**src/hw/rtl/psd_pkg.sv**
```systemverilog
package psd_pkg;

  // Field and datapath widths
  localparam int IN_W        = 16;
  localparam int FRAC_BITS   = 8;
  localparam int DIST_W      = 25;
  localparam int DIFF_W      = IN_W + 1;
  localparam int PROD_W      = 2 * DIFF_W;
  localparam int SUM_W       = PROD_W + 1;
  localparam int QUO_W       = PROD_W + 2 * FRAC_BITS;
  localparam int NUM_W       = 2 * PROD_W + 2 * FRAC_BITS;
  localparam int ROOT_W      = (QUO_W + 1) / 2;
  localparam int QUEUE_DEPTH = 4;
  localparam int QPTR_W      = $clog2(QUEUE_DEPTH);

  // Which part of the segment is nearest
  typedef enum logic [1:0] {
    PART_INTERIOR = 2'd0,
    PART_START    = 2'd1,
    PART_END      = 2'd2
  } part_t;

  // Division job; also the state of one divider stage
  // (hi = partial remainder, lo = numerator bits shifting out, quotient shifting in)
  typedef struct packed {
    logic [PROD_W-1:0] hi;
    logic [QUO_W-1:0]  lo;
    logic [PROD_W-1:0] den;
    part_t             part;
  } psd_job_t;

  // State of one square root stage
  typedef struct packed {
    logic [2*ROOT_W-1:0] val;
    logic [ROOT_W:0]     rem;
    logic [ROOT_W-1:0]   root;
    part_t               part;
  } psd_sq_t;

endpackage

```
**src/hw/rtl/psd_sqrt.sv**
```systemverilog
module psd_sqrt import psd_pkg::*; (
  input  logic              clk,
  input  logic              rst,
  input  logic              en,
  input  logic              in_valid,
  input  logic [QUO_W-1:0]  in_val,
  input  part_t             in_part,
  output logic              out_valid,
  output logic [ROOT_W-1:0] out_root,
  output part_t             out_part
);

  psd_sq_t st [ROOT_W];
  logic    v  [ROOT_W];
  psd_sq_t init;

  always_comb begin
    init.val  = (2*ROOT_W)'(in_val);
    init.rem  = '0;
    init.root = '0;
    init.part = in_part;
  end

  // One root bit per stage, two radicand bits brought down each time
  for (genvar i = 0; i < ROOT_W; i++) begin : g_stage
    psd_sq_t           src;
    psd_sq_t           nxt;
    logic              src_v;
    logic [ROOT_W+2:0] r2;
    logic [ROOT_W+2:0] trial;
    logic [ROOT_W+2:0] diff;
    logic              ge;

    if (i == 0) begin : g_first
      assign src   = init;
      assign src_v = in_valid;
    end else begin : g_next
      assign src   = st[i-1];
      assign src_v = v[i-1];
    end

    always_comb begin
      r2       = {src.rem, src.val[2*ROOT_W-1 -: 2]};
      trial    = {1'b0, src.root, 2'b01};
      diff     = r2 - trial;
      ge       = (r2 >= trial);
      nxt      = src;
      nxt.rem  = ge ? diff[ROOT_W:0] : r2[ROOT_W:0];
      nxt.root = {src.root[ROOT_W-2:0], ge};
      nxt.val  = src.val << 2;
    end

    always_ff @(posedge clk) begin
      if (rst) v[i] <= 1'b0;
      else if (en) v[i] <= src_v;
    end

    always_ff @(posedge clk) begin
      if (en) st[i] <= nxt;
    end
  end

  assign out_valid = v[ROOT_W-1];
  assign out_root  = st[ROOT_W-1].root;
  assign out_part  = st[ROOT_W-1].part;

endmodule

```
**config.mk**
```make
export PLATFORM = sky130hd
export DESIGN_NAME = psd_sqrt
export DESIGN_NICKNAME = d
export VERILOG_FILES = /design/src/hw/rtl/psd_pkg.sv /design/src/hw/rtl/psd_sqrt.sv
export SDC_FILE = /design/constraint.sdc
export NUM_CORES = 2
export LEC_CHECK = 0
export BUFFER_PORTS_ARGS = -buffer_cell sky130_fd_sc_hd__buf_2
export CAP_MARGIN = 20
export CORE_ASPECT_RATIO = 1.4
export CORE_MARGIN = 3
export CORE_UTILIZATION = 45
export CTS_BUF_LIST = sky130_fd_sc_hd__clkbuf_4 sky130_fd_sc_hd__clkbuf_8 sky130_fd_sc_hd__clkbuf_16
export DETAILED_ROUTE_END_ITERATION = 8
export PLACE_DENSITY = 0.6
export SYNTH_ARGS = -nofsm -noshare
export SYNTH_HDL_FRONTEND = slang
export SYNTH_SLANG_ARGS = --single-unit
```
**constraint.sdc**
```tcl
create_clock -name clk -period 3.7 [get_ports clk]
set_input_delay 0.74 -clock clk [delete_from_list [all_inputs] [get_ports clk]]
set_output_delay 0.74 -clock clk [all_outputs]
set_load 0.1 [all_outputs]
```
======== After elaboration in Yosys (flattened, before gate mapping) ========
Memories as Yosys holds them, arrays and structs flattened.
Index checks and enable logic that the tools add are counted.
storage, ports and cells
  memory bits (read-only) ................. 0
  memories kept ........................... 2
  latch bits .............................. 0
  bits in registers ....................... 0
  RAM bits ................................ 2550
memory list
  name  words  width  rd ports  clocked after memory_dff  wr ports  line            RTL
  st    25     101    25        0                         25        psd_sqrt.sv:13  psd_sq_t st [ROOT_W];
  v     25     1      25        0                         25        psd_sqrt.sv:14  logic v [ROOT_W];
operators by class
  muxes and demuxes ....................... 56
  shifts and indexed selects .............. 0
  bitwise operators ....................... 25
  reduce and logical (&&, ||, !) cells .... 0
  equality and inequality tests ........... 0
  $mul .................................... 0
  divide/modulo/power cells ............... 0
  magnitude comparators ................... 25
  $add $sub $neg .......................... 25
operators with widths
  cell                 count
  $ge 28x27->1         24
  $mux 26              25
  $sub 26x26->26       24
  $mux 1               31
  $or 1x1->1           25
  $sub 2x1->3 const B  1
  $ge 2x1->1 const B   1

======== Logic depth before layout (Yosys ltp) ========
  word-level depth ........................ 4
  depth in mapped cells ................... 14
  gate-level depth less buffers ........... 12

======== Least setup slack after synthesis ========
No wires, ideal clock.
  kind .................................... flip-flop to flip-flop
  from .................................... memory st[5][128] in the netlist's numbering
  to ...................................... memory st[5][251] in the netlist's numbering, data pin
  setup slack ............................. 290 ps
  arrival time ............................ 3149 ps
  cell stages (with the launch flop) ...... 12
  library setup time ...................... 260 ps
  cells stage by stage .................... edfxtp_1 ha_1 nor2b_4 o31a_1 o311a_1 or4b_4 a2111oi_4 nor2_2 o21a_1 buf_6 buf_6 mux2_4
RTL lines
  element      line
  from (decl)  psd_sqrt.sv:13

==> run metrics <==
outcome=finished, final reports clean; Post-Syn Instances=5,399; slowest stage cell, crit path=or4b_4; Sw Ratio=between 20 and 30%; Power Internal=0.0356 W; CTS Hold Bufs=0; Core Region=between 0.15 and 0.2 mm²; clock latency on the worst-skew pair=around 800 ps; H-tree depth=4; Placed Cells=7,611; Overflow after GRT=0; vias in the first global route=~43,000; most frequent cells in the layout=edfxtp_1, inv_1, ha_1, nand2_1, a21oi_1; antenna violations before repair=0; clk_skew=roughly 37 ps; Worst path max stage delay=590 ps; launch point of the worst reg-to-reg path=st[5][128]; sequential share of power=a little under 50%; Distinct cells, synth=a little under 80; WP data required=about 4200 ps; Worst Max-Slew Pin Slew=807 ps; hold path startpoint=in_val[36]; drt total wl=between 100 and 150 mm; n_diodes=0; crit path DAT=4070 ps; Via density=about 5.3; Finished Layout Cells=7,891; Max Fclk=0.283 GHz; Tmin final=3540 ps; cell family with most CP delay=compound AO/OA/AOI/OAI gates; total track usage=about 17%; CTS tree=yes; Logic pwr share=a little under a fifth; hold path cells=1; clock share of power=32.4%; Critical Path Sink Type=register; startpoint types=register; Die Ht=480 µm; Worst-path clk slew=60 ps; CTS root buf=clkbuf_16; R2R setup slack=about 160 ps; Pwr Density=602 mW/mm²; GPL Wtd Cong=approximately 0.89; mapped cell area=0.0721 mm²; Main synth FF type=edfxtp_1; crit-path cells=ha_1, nor2b_4, o31a_1, o311a_1, or4b_4, a2111oi_4, nor2_2, o21a_1, buf_12, mux2_2; worst hold margin=about 110 ps; final layout net count=roughly 6,000; Async SR Flop Fraction=0%; Hold Path Class=in2reg; wire length per cell=17.4 µm; Total Power=between 0.04 and 0.05 W; # DRC=0; Layout area overhead=12.6%; routed vias=between 40,000 and 50,000; max cap viols=0; largest net degree at the start of global routing=115; Slew Viols, Final=0; clk buf depth=3; CTS Sinks=1,589; RSZ-0062 raised after global routing=no; post_cts resized=0; CP bufs+invs=1; Synth Warn #=0; slew margin rel.=roughly 45%; period utilisation layout=a little over nine tenths; IO Pins=84; Hold Violations, Final=0; share of layout cells above drive strength 1=between 9 and 10%; post-CTS setup buffers=0; Setup violations, final=0; reg2reg end=st[5][233]; Crit Path Class=reg2reg; Port Buffers=between 80 and 90; Peak VDD IR=approximately 0.45 mV; area of the die=roughly 0.17 mm²; Initial Util=between 40% and 50%; Switch Pwr=between 0.01 and 0.015 W; Setup TNS Final=0 ps; first-pass GRT wire length=roughly 220 mm; initial DRC count=approximately 2,100; crit-path max FO=44; CP Launch Point=st[5][128]; Final ANT Viol Nets=0; Post-synth EDFFs=between 1,500 and 2,000; Die Wd=between 300 and 400 µm; DP Wirelength=~99 mm; Synthesized Nets=around 5,800; leak pwr=31.3 nW; reg2reg path depth=10; hold worst-path end=st[0][89]; Yosys reg bits=around 1,600; Seq/Total Area, Yosys=66.2%; CTS buffer count=157; syn_area_per_cell=between 10 and 15 µm²; DRT Pass-1 Iters=5; row count=173; commonest non-fill, non-tap cell in the layout=edfxtp_1
-- final cells by class --
cell class / instances / area [µm²]
inverters: 436 / 1640
clock buffers: 187 / 4190
well taps: 2100 / 2630
multi-input cells: 3288 / 22500
flip-flops and latches: 1589 / 47700
repair buffers: 198 / 1590
fillers: 13500 / 77900
clock inverters: 93 / 963
-- metrics by stage --
stage | utilization (%) | cell area [µm²] | setup slack [ps]
after floorplan | - | 72100 | 290
after global placement | 47.8 | 76000 | 171
after detailed placement | 47.8 | 76000 | 171
after CTS | 51.0 | 81200 | 158
after global routing | 51.0 | 81200 | 18.7
final | 51.0 | 81200 | 160
-- power groups by stage --
stage	clock network (W)	registers [W]	logic, W
finish	0.0158	0.0238	0.00926
global route	0.0171	0.0240	0.0103
CTS	0.0164	0.0238	0.00929
detailed placement	0	0.0242	0.00923
global placement	0	0.0241	0.00907
floorplan	0	0.0238	0.00662
-- worst max path at each step --
stage,slack [ps],cells after the start,endpoint
after floorplan,290,11,st[5][251]
after global placement,170,10,st[5][251]
after detailed placement,170,10,st[5][251]
after CTS,160,12,st[4][153]
after global routing,20,11,st[1][347]
final,160,10,st[5][233]
-- worst register-to-register path: cells and delay by family (launching register included) --
| family | cells | cell delay, ps |
|---|---|---|
| adders and majority gates | 1 | 320 |
| AOI/OAI and AO/OA | 4 | 1260 |
| muxes | 1 | 310 |
| buffers and inverters | 1 | 190 |
| DFF | 1 | 390 |
| and+or+nand+nor | 3 | 820 |
-- cells in the mapped netlist, types with 73 or more instances --
library cell / instances / area share [%]
nor3_1: 126 / 0.87
xnor2_1: 237 / 2.9
ha_1: 352 / 6.1
o21ai_0: 252 / 1.7
nor4_1: 74 / 0.64
inv_1: 435 / 2.3
nand2_1: 348 / 1.8
a21o_1: 136 / 1.4
a21oi_1: 344 / 2.4
xor2_1: 239 / 2.9
nor2_1: 338 / 1.8
nand3_1: 76 / 0.53
edfxtp_1: 1589 / 66
o21a_1: 73 / 0.76
clkbuf_1: 76 / 0.40
-- flip-flops by register name, summed over array words and instances (netlist names) --
signal and cells:
st 1564, v 25
-- metal layers --
layer	track usage, %	vias up	wire length, µm
met2	33.4	736	78700
met5	0	-	0
met4	9.71	0	7840
met3	2.39	371	3910
li1	-	20500	-
met1	15.4	20200	46500
-- cells by family after synthesis --
family / count (synthesis) / share of synthesized area (%)
buf+inv: 522 / 2.75
other cells: 1 / 0.00520
simple gates: 1342 / 9.15
mux: 69 / 1.07
fa+ha+maj: 352 / 6.11
compound gates: 1048 / 8.98
xor+xnor: 476 / 5.78
flops: 1589 / 66.2
Note: power is estimated with default switching activity, not from simulation.
