<file path="src/hw/rtl/psd_pkg.sv">
package psd_pkg;

  // Field and datapath widths
  localparam int IN_W        = 16;
  localparam int FRAC_BITS   = 8;
  localparam int DIST_W      = 25;
  localparam int DIFF_W      = IN_W + 1;
  localparam int PROD_W      = 2 * DIFF_W;
  localparam int SUM_W       = PROD_W + 1;
  localparam int QUO_W       = PROD_W + 2 * FRAC_BITS;
  localparam int NUM_W       = 2 * PROD_W + 2 * FRAC_BITS;
  localparam int ROOT_W      = (QUO_W + 1) / 2;
  localparam int QUEUE_DEPTH = 4;
  localparam int QPTR_W      = $clog2(QUEUE_DEPTH);

  // Which part of the segment is nearest
  typedef enum logic [1:0] {
    PART_INTERIOR = 2'd0,
    PART_START    = 2'd1,
    PART_END      = 2'd2
  } part_t;

  // Division job; also the state of one divider stage
  // (hi = partial remainder, lo = numerator bits shifting out, quotient shifting in)
  typedef struct packed {
    logic [PROD_W-1:0] hi;
    logic [QUO_W-1:0]  lo;
    logic [PROD_W-1:0] den;
    part_t             part;
  } psd_job_t;

  // State of one square root stage
  typedef struct packed {
    logic [2*ROOT_W-1:0] val;
    logic [ROOT_W:0]     rem;
    logic [ROOT_W-1:0]   root;
    part_t               part;
  } psd_sq_t;

endpackage

</file>
<file path="src/hw/rtl/psd_queue.sv">
module psd_queue import psd_pkg::*; (
  input  logic     clk,
  input  logic     rst,
  input  logic     push,
  input  psd_job_t wdata,
  output logic     full,
  input  logic     pop,
  output psd_job_t rdata,
  output logic     empty
);

  psd_job_t          mem [QUEUE_DEPTH];
  logic [QPTR_W-1:0] wr_ptr;
  logic [QPTR_W-1:0] rd_ptr;
  logic [QPTR_W:0]   count;
  logic              do_push;
  logic              do_pop;

  assign full    = (count == (QPTR_W+1)'(QUEUE_DEPTH));
  assign empty   = (count == '0);
  assign do_push = push && !full;
  assign do_pop  = pop && !empty;
  assign rdata   = mem[rd_ptr];

  // Pointers and fill count
  always_ff @(posedge clk) begin
    if (rst) begin
      wr_ptr <= '0;
      rd_ptr <= '0;
      count  <= '0;
    end else begin
      if (do_push) wr_ptr <= wr_ptr + 1'b1;
      if (do_pop) rd_ptr <= rd_ptr + 1'b1;
      if (do_push && !do_pop) count <= count + 1'b1;
      else if (do_pop && !do_push) count <= count - 1'b1;
    end
  end

  // Entry storage
  always_ff @(posedge clk) begin
    if (do_push) mem[wr_ptr] <= wdata;
  end

endmodule

</file>
<file path="config.mk">
export PLATFORM = sky130hd
export DESIGN_NAME = psd_queue
export DESIGN_NICKNAME = d
export VERILOG_FILES = /design/src/hw/rtl/psd_pkg.sv /design/src/hw/rtl/psd_queue.sv
export SDC_FILE = /design/constraint.sdc
export NUM_CORES = 1
export LEC_CHECK = 0
export CORE_MARGIN = 2
export CORE_UTILIZATION = 35
export DETAILED_ROUTE_END_ITERATION = 10
export DONT_BUFFER_PORTS = 1
export PLACE_DENSITY = 0.52
export SYNTH_ARGS = -nofsm -noshare
export SYNTH_HDL_FRONTEND = slang
export SYNTH_SLANG_ARGS = --single-unit
</file>
<file path="constraint.sdc">
create_clock -name clk -period 4.25 [get_ports clk]
set_input_delay 0.425 -clock clk [delete_from_list [all_inputs] [get_ports clk]]
set_output_delay 0.425 -clock clk [all_outputs]
set_load 0.05 [all_outputs]
</file>
; ---- Word level (Yosys, flattened, before mapping)
; Memories as Yosys holds them, arrays and structs flattened. A register that Yosys moved wholly into a read port is not among the register bits.
; Index checks and enable logic that the tools add are counted.
[totals]
register_bits = 7
ram_bits = 480
inputBits = 124
output_inout_bits = 122
mem_count = 1
[op_classes]
n_addsub = 4
eq_ne = 1
n_mux = 6
n_reduce_logical = 10
[mem_list]
columns = memory, depth, word_bits, read_ports, rd_clocked_by_memory_dff, write_ports, line_no
row1 = mem, 4, 120, 1, 1, 1, psd_queue.sv:12  ; psd_job_t mem [QUEUE_DEPTH];
[ops]
columns = cell, count
row1 = $mux W3, 2
row2 = $add A2 B1 Y2 const B, 2
row3 = $logic_and A1 B1 Y1, 4
row4 = $logic_not A1 Y1, 4
row5 = $mux W2, 2
row6 = $add A3 B1 Y3 const B, 1
row7 = $eq A3 B3 Y1 const B, 1
row8 = $logic_not A3 Y1, 1
row9 = $sub A3 B1 Y3 const B, 1
row10 = $mux W1, 2
row11 = $reduce_bool A2 Y1, 1

; ---- Logic depth before layout (Yosys ltp)
; Gate-level depths: netlist of the first run.
[depth]
word_depth = 7
ltp_mapped = 8
depth_no_buf = 8

; ---- Worst setup path before layout of the first run
; Ideal clock, no wire load.
[synth_path]
kind = register -> register
startpoint = register count[0]
endpoint = memory mem[2][0] (netlist bit), enable pin
arrival_time_ns = 3.816
setup_slack_ns = -0.059
stages_incl_launch_ff = 4
n_path_buf = 0
period_less_slack_ns = 4.309
cell_sequence = dfxtp_1 nor3b_1 nor2_1 and2_1
[synth_between]
elab_chain_cells = 5
[synth_rtl]
columns = element, line_no
row1 = start: declaration, psd_queue.sv:15  ; logic [QPTR_W:0] count;
row2 = start signal: assignment, psd_queue.sv:34  ; if (do_push && !do_pop) count <= count + 1'b1;
row3 = start signal: assignment, psd_queue.sv:35  ; else if (do_pop && !do_push) count <= count - 1'b1;
row4 = $eq A3 B3 Y1, psd_queue.sv:19  ; assign full = (count == (QPTR_W+1)'(QUEUE_DEPTH));
row5 = named net full, psd_queue.sv:6  ; output logic full,
row6 = $logic_not A1 Y1, psd_queue.sv:21  ; assign do_push = push && !full;
row7 = $logic_and A1 B1 Y1, psd_queue.sv:21
row8 = named net do_push, psd_queue.sv:16  ; logic do_push;
row9 = $mux W1, psd_queue.sv:41  ; if (do_push) mem[wr_ptr] <= wdata;
row10 = $mux W1 (implied by the code), psd_queue.sv:41
row11 = end: declaration, psd_queue.sv:12
; The timed path passes the listed nets, and every way through them passes these cells.

; ---- Worst setup path in the final report of the first run
[layout_path]
startpoint = register count[0]
endpoint = memory mem[3][49] (netlist bit), enable pin
; The elaborated chain is that of the path after synthesis.

==> reports/metrics.cfg, run 1 <==
[clock_network]
cts_made_buffers=49
hold_buffers=121
root_buffer=clkbuf_16
clk_pin_slew_ns=0.06
insertion_delay_ns=0.58
clockBufferDepth=3
cts_tree=done
htreeDepth=2
cts.sinks=489
cts_setup_buffers=0
ctsResizeCount=0

[logic_synthesis]
syn_area_um2=17800
seq_area_frac_synth_pct=82.1
synth_cell_types=22
synth.largest_area_cell=edfxtp_1
synth_edf_count=480
synth_area_leaders=edfxtp_1 (81%), mux4_2 (15%), dfxtp_1 (1.0%), buf_6 (0.63%), ha_1 (0.35%)
yosysTopAreaCellShare_pct=81.1
synthesis.nets=804
synthFlopType=edfxtp_1
ys_ff_latch=489
synth_commonest_cells=edfxtp_1 (480), mux4_2 (120), buf_2 (12)
synth.most_common_cell=edfxtp_1
ys_warn_count=0
async_flop_share_pct=0
avgSynthCellArea_um2=26.4
syn_inst=674

[global_routing]
grt_pass1_wl_um=52400
first_global_vias=8244
grt_usage_pct=13.4
grt_antenna_before_repair=4
overflow=0
grt_max_degree=62

[route]
antenna_left=0
wl_per_cell_um=22.8
drc=0
first_pass_iters=4
drtIter0Drc=399
routed_wl_um=35100
viasPerCell=4.80
num_vias=7414

[power]
clkPwrFrac_pct=30.0
powerDensity_nw_per_um2=673
combPwrFrac_pct=28.2
fin_total_pwr_mw=14.4
irDropWorstVdd_v=0.000356
p_sw_mw=4.94
p_leak_nw=6.64
seqPwrFrac_pct=41.7
p_sw_share_pct=34.2
p_int_mw=9.50

[placement]
dp_hpwl_um=21700
numPortBuffers=0
gp_congestion=0.752

[timing]
fin_crit_sh_pct=71.9
tightest_slew_ns=1.04
fmax_mhz=327
skew_ns=0.0195
finalHoldViolCount=0
maxSlewHeadroom_pct=30.4
period_minus_slack_ns=3.06
drv_slew=0
setup-tns-final_ns=0
setup_viol=0
rsz0062_at_grt=false

[final_layout]
finalNetCount=965
drive_gt1_share_pct=24.7
seq_area_um2=14600
multi_input_area_um2=2980
fillers=4240
area_delta_synth_final_pct=20.7

[worst_setup_path]
r2r_slack_ns=1.19
r2r-end=mem[3][49]
worstPathRequired_ns=4.44
arrival_ns=3.25
crit_fanout=53
cp-startpoint=count[0]
rr_startpoint=count[0]
startpoint_type=flop
worstSetupEndpointType=flop
worst-setup-path-type=reg2reg
endpoint=mem[3][49]
worstRegToRegCells=4

[die]
die_y_um=229
die-area_um2=52600
io_pins=246
dieWidth_um=229
core_area_um2=50200
num_rows=82
initial_core_util_pct=35.4

[flow_run]
cap_violations=0

[status]
status=complete, no violations

[worst_hold_path]
hp-class=in2reg

[metrics by stage]
step / cells / utilization (%) / setup WS, ns / hold slack, ns / cell area [µm²]
6_report: 1544 / 42.8 / 1.19 / 0.0442 / 21400
5_1_grt: 1544 / 42.8 / 0.999 / 0.0116 / 21400
4_1_cts: 1543 / 42.7 / 1.11 / 0.00486 / 21400
3_5_place_dp: 1335 / 37.1 / 1.12 / 0.491 / 18600
3_3_place_gp: 1335 / 37.1 / 1.23 / 0.490 / 18600
2_1_floorplan: 674 / - / 0.867 / 0.482 / 17800
[state kept, by name, indices dropped and copies added (netlist names), named ones only]
register	cells
mem	480
wr_ptr	2
count	3
rd_ptr	2
[power groups by stage]
stage / Sequential (mW) / Combinational, mW / Clock, mW
after CTS: 6.04 / 4.17 / 4.47
after detailed placement: 6.15 / 4.02 / 0
after floorplan: 5.98 / 3.60 / 0
after global routing: 6.08 / 4.25 / 4.66
final: 6.02 / 4.08 / 4.34
after global placement: 6.11 / 3.99 / 0
[cell families (layout without fill, tap and decap cells)]
logic type	Yosys count	after routing	synth area share, %
buffers and inverters	31	228	1.18
other	0	1	0
AOI/OAI and AO/OA	6	6	0.204
adders and majority gates	6	6	0.465
and+or+nand+nor	16	16	0.479
muxes	122	122	15.3
xor gates and xnor gates	4	4	0.197
DFF	489	489	82.1
[cell type report]
type | instances | share of cell area [%]
well taps | 672 | 3.92
inverters | 4 | 0.0700
clock buffers | 57 | 6.05
flip-flops and latches | 489 | 68.1
multi-input cells | 154 | 13.9
repair buffers | 137 | 6.44
clock inverters | 30 | 1.55
diodes | 1 | 0.0117
[worst min-delay path by stage]
stage	from	depth (start not counted)	to
2_1_floorplan	wr_ptr[1]	2	wr_ptr[1]
5_1_grt	rst	2	wr_ptr[1]
4_1_cts	rst	2	wr_ptr[1]
3_5_place_dp	rst	1	flop
3_3_place_gp	rst	1	flop
6_report	rst	2	wr_ptr[1]
[layer usage]
layer  share of wire [%]  global-route usage, %  vias to the layer above
li1                    -                      -                     3236
met1                  38                   15.1                     3893
met2                  53                   23.8                      206
met3                 6.5                   4.46                       73
met4                 2.7                   4.38                        6
met5                0.10                      0                        -
[critical path, stage by stage (launching register included)]
cell and delay, ns:
dfxtp_1 0.48, nor3b_2 0.23, nor2_1 0.38, and2_4 0.74
buf_4 0.73
[cells in the final DEF (no fill, tap or decap), types with 3 or more instances in the layout]
master,instances
clkbuf_1,6
buf_12,4
xor2_1,4
dfxtp_1,7
clkinv_2,8
ha_1,5
and2_4,4
edfxtp_1,480
inv_1,4
clkinv_1,9
nor2_1,6
dlygate4sd3_1,121
buf_4,12
clkbuf_16,51
mux4_2,120
bufinv_16,7
clkinvlp_4,3
No activity file was read; power rests on OpenSTA's default activity.
==> run 2: changes to the inputs <==
PLACE_DENSITY = 0.5   (was 0.52)
clock period = 3.12 ns   (was 4.25 ns; I/O delays follow)
==> run 2 against run 1 <==
- sequential power up 35%
- routed wire length about the same
- critical endpoint is now rdata[100]
- critical path type is now reg2out
- via count up 2.5%
==> reports/metrics.cfg, run 2 (same netlist as run 1, synthesis figures left out) <==
[power]
powerDensity_nw_per_um2=896
irDropWorstVdd_v=0.000491
p_leak_nw=6.65

[die]
core_area_um2=50200
num_rows=82
die_y_um=229
io_pins=246
dieWidth_um=229
initial_core_util_pct=35.4
die-area_um2=52600

[timing]
fmax_mhz=372
rsz0062_at_grt=false
drv_slew=0
setup_viol=0
finalHoldViolCount=0
setup-tns-final_ns=0
maxSlewHeadroom_pct=62.8
tightest_slew_ns=0.557
skew_ns=0.0150
fin_crit_sh_pct=86.1
period_minus_slack_ns=2.69
whs_ns=0.0384

[clock_network]
cts_made_buffers=50
htreeDepth=2
ctsResizeCount=0
clk_pin_slew_ns=0.06
insertion_delay_ns=0.57
clockBufferDepth=3
hold_buffers=123
cts.sinks=489
root_buffer=clkbuf_16
cts_setup_buffers=0
cts_tree=done

[global_routing]
overflow=0
grt_max_degree=52
first_global_vias=8455
grt_antenna_before_repair=7
grt_pass1_wl_um=53300
grt_usage_pct=13.5

[worst_setup_path]
worstSetupEndpointType=primary output
r2r_slack_ns=0.71
arrival_ns=2.37
crit_fanout=20
startpoint_type=flop
worst-setup-path-type=reg2out
worstPathRequired_ns=2.81

[final_layout]
layout_commonest_cell=edfxtp_1
finalNetCount=973
top_regs=mem: 480 flops, count: 3 flops
largest_reg_flops=480
drive_gt1_share_pct=24.3
regMostFlops=mem
area_delta_synth_final_pct=21.2
final_cell_mix=edfxtp_1 (480), dlygate4sd3_1 (123), mux4_2 (120), clkbuf_16 (51), buf_12 (16)

[status]
status=complete, no violations

[placement]
numPortBuffers=0
dp_hpwl_um=21500
gp_congestion=0.718

[route]
viasPerCell=4.88
wl_per_cell_um=22.6
first_pass_iters=6
drc=0
drtIter0Drc=411
num_vias=7597
routed_wl_um=35100
antenna_left=0

[flow_run]
cap_violations=0

[worst_hold_path]
hp-class=in2reg

==> run 2: changes by cell type in the layout (fill, tap and decap cells not counted) <==
| cell | previous run | this run |
|---|---|---|
| buf_4 | 12 | 5 |
| diode_2 | 1 | 4 |
| clkinv_1 | 9 | 12 |
| bufinv_16 | 7 | 2 |
| clkinv_2 | 8 | 10 |
| clkinv_4 | 1 | 0 |
| inv_6 | 2 | 1 |
| clkbuf_1 | 6 | 12 |
| dlygate4sd3_1 | 121 | 123 |
| buf_12 | 4 | 16 |
| clkinvlp_4 | 3 | 2 |
==> run 2: area by class of cell <==
type                       instances  area, µm²
timing repair buffer             144       1590
clock inverter                    27        179
clock buffer                      63       1320
tap                              672        841
multi-input combinational        154       2980
sequential                       489      14600
fill                            4226      28600
antenna                            4       10.0
inverter                           4       15.0
==> run 2: power by group <==
| group | switching [mW] | internal, mW |
|---|---|---|
| logic | 4.14 | 1.56 |
| registers | 0.243 | 7.89 |
| clock network | 2.31 | 3.15 |
| total | 6.69 | 12.6 |
==> run 2: worst paths after layout <==
path                                 from  depth (start not counted)          to
worst max-delay path                 flop                          2  rdata[100]
worst min-delay path                  pop                          3   rd_ptr[0]
worst max register to register   count[0]                          8    count[2]
worst min register to register  rd_ptr[1]                          2   rd_ptr[1]
==> run 2: stage by stage <==
stage / total power [mW] / worst slack [ns] / cells / area, µm² / utilization (%)
3_5_place_dp: 13.9 / 0.745 / 1340 / 18800 / 37.5
2_1_floorplan: 13.1 / 0.237 / 674 / 17800 / -
3_3_place_gp: 13.8 / 0.821 / 1340 / 18800 / 37.5
6_report: 19.3 / 0.435 / 1557 / 21500 / 42.9
4_1_cts: 19.6 / 0.309 / 1553 / 21500 / 42.9
5_1_grt: 20.1 / 0.241 / 1557 / 21500 / 42.9
==> run 2: per-layer routing <==
layer	up-vias	part of all wire (%)	GRT usage (%)
met2	219	50	22.3
met3	59	8.2	5.32
li1	3264	-	-
met1	4049	40	16.6
met5	-	0.13	0
met4	6	1.8	3.21
==> run 2: critical path: stages (launching register included) <==
cell     delay [ns]
dfxtp_4        0.65
buf_4          0.40
mux4_2         0.73
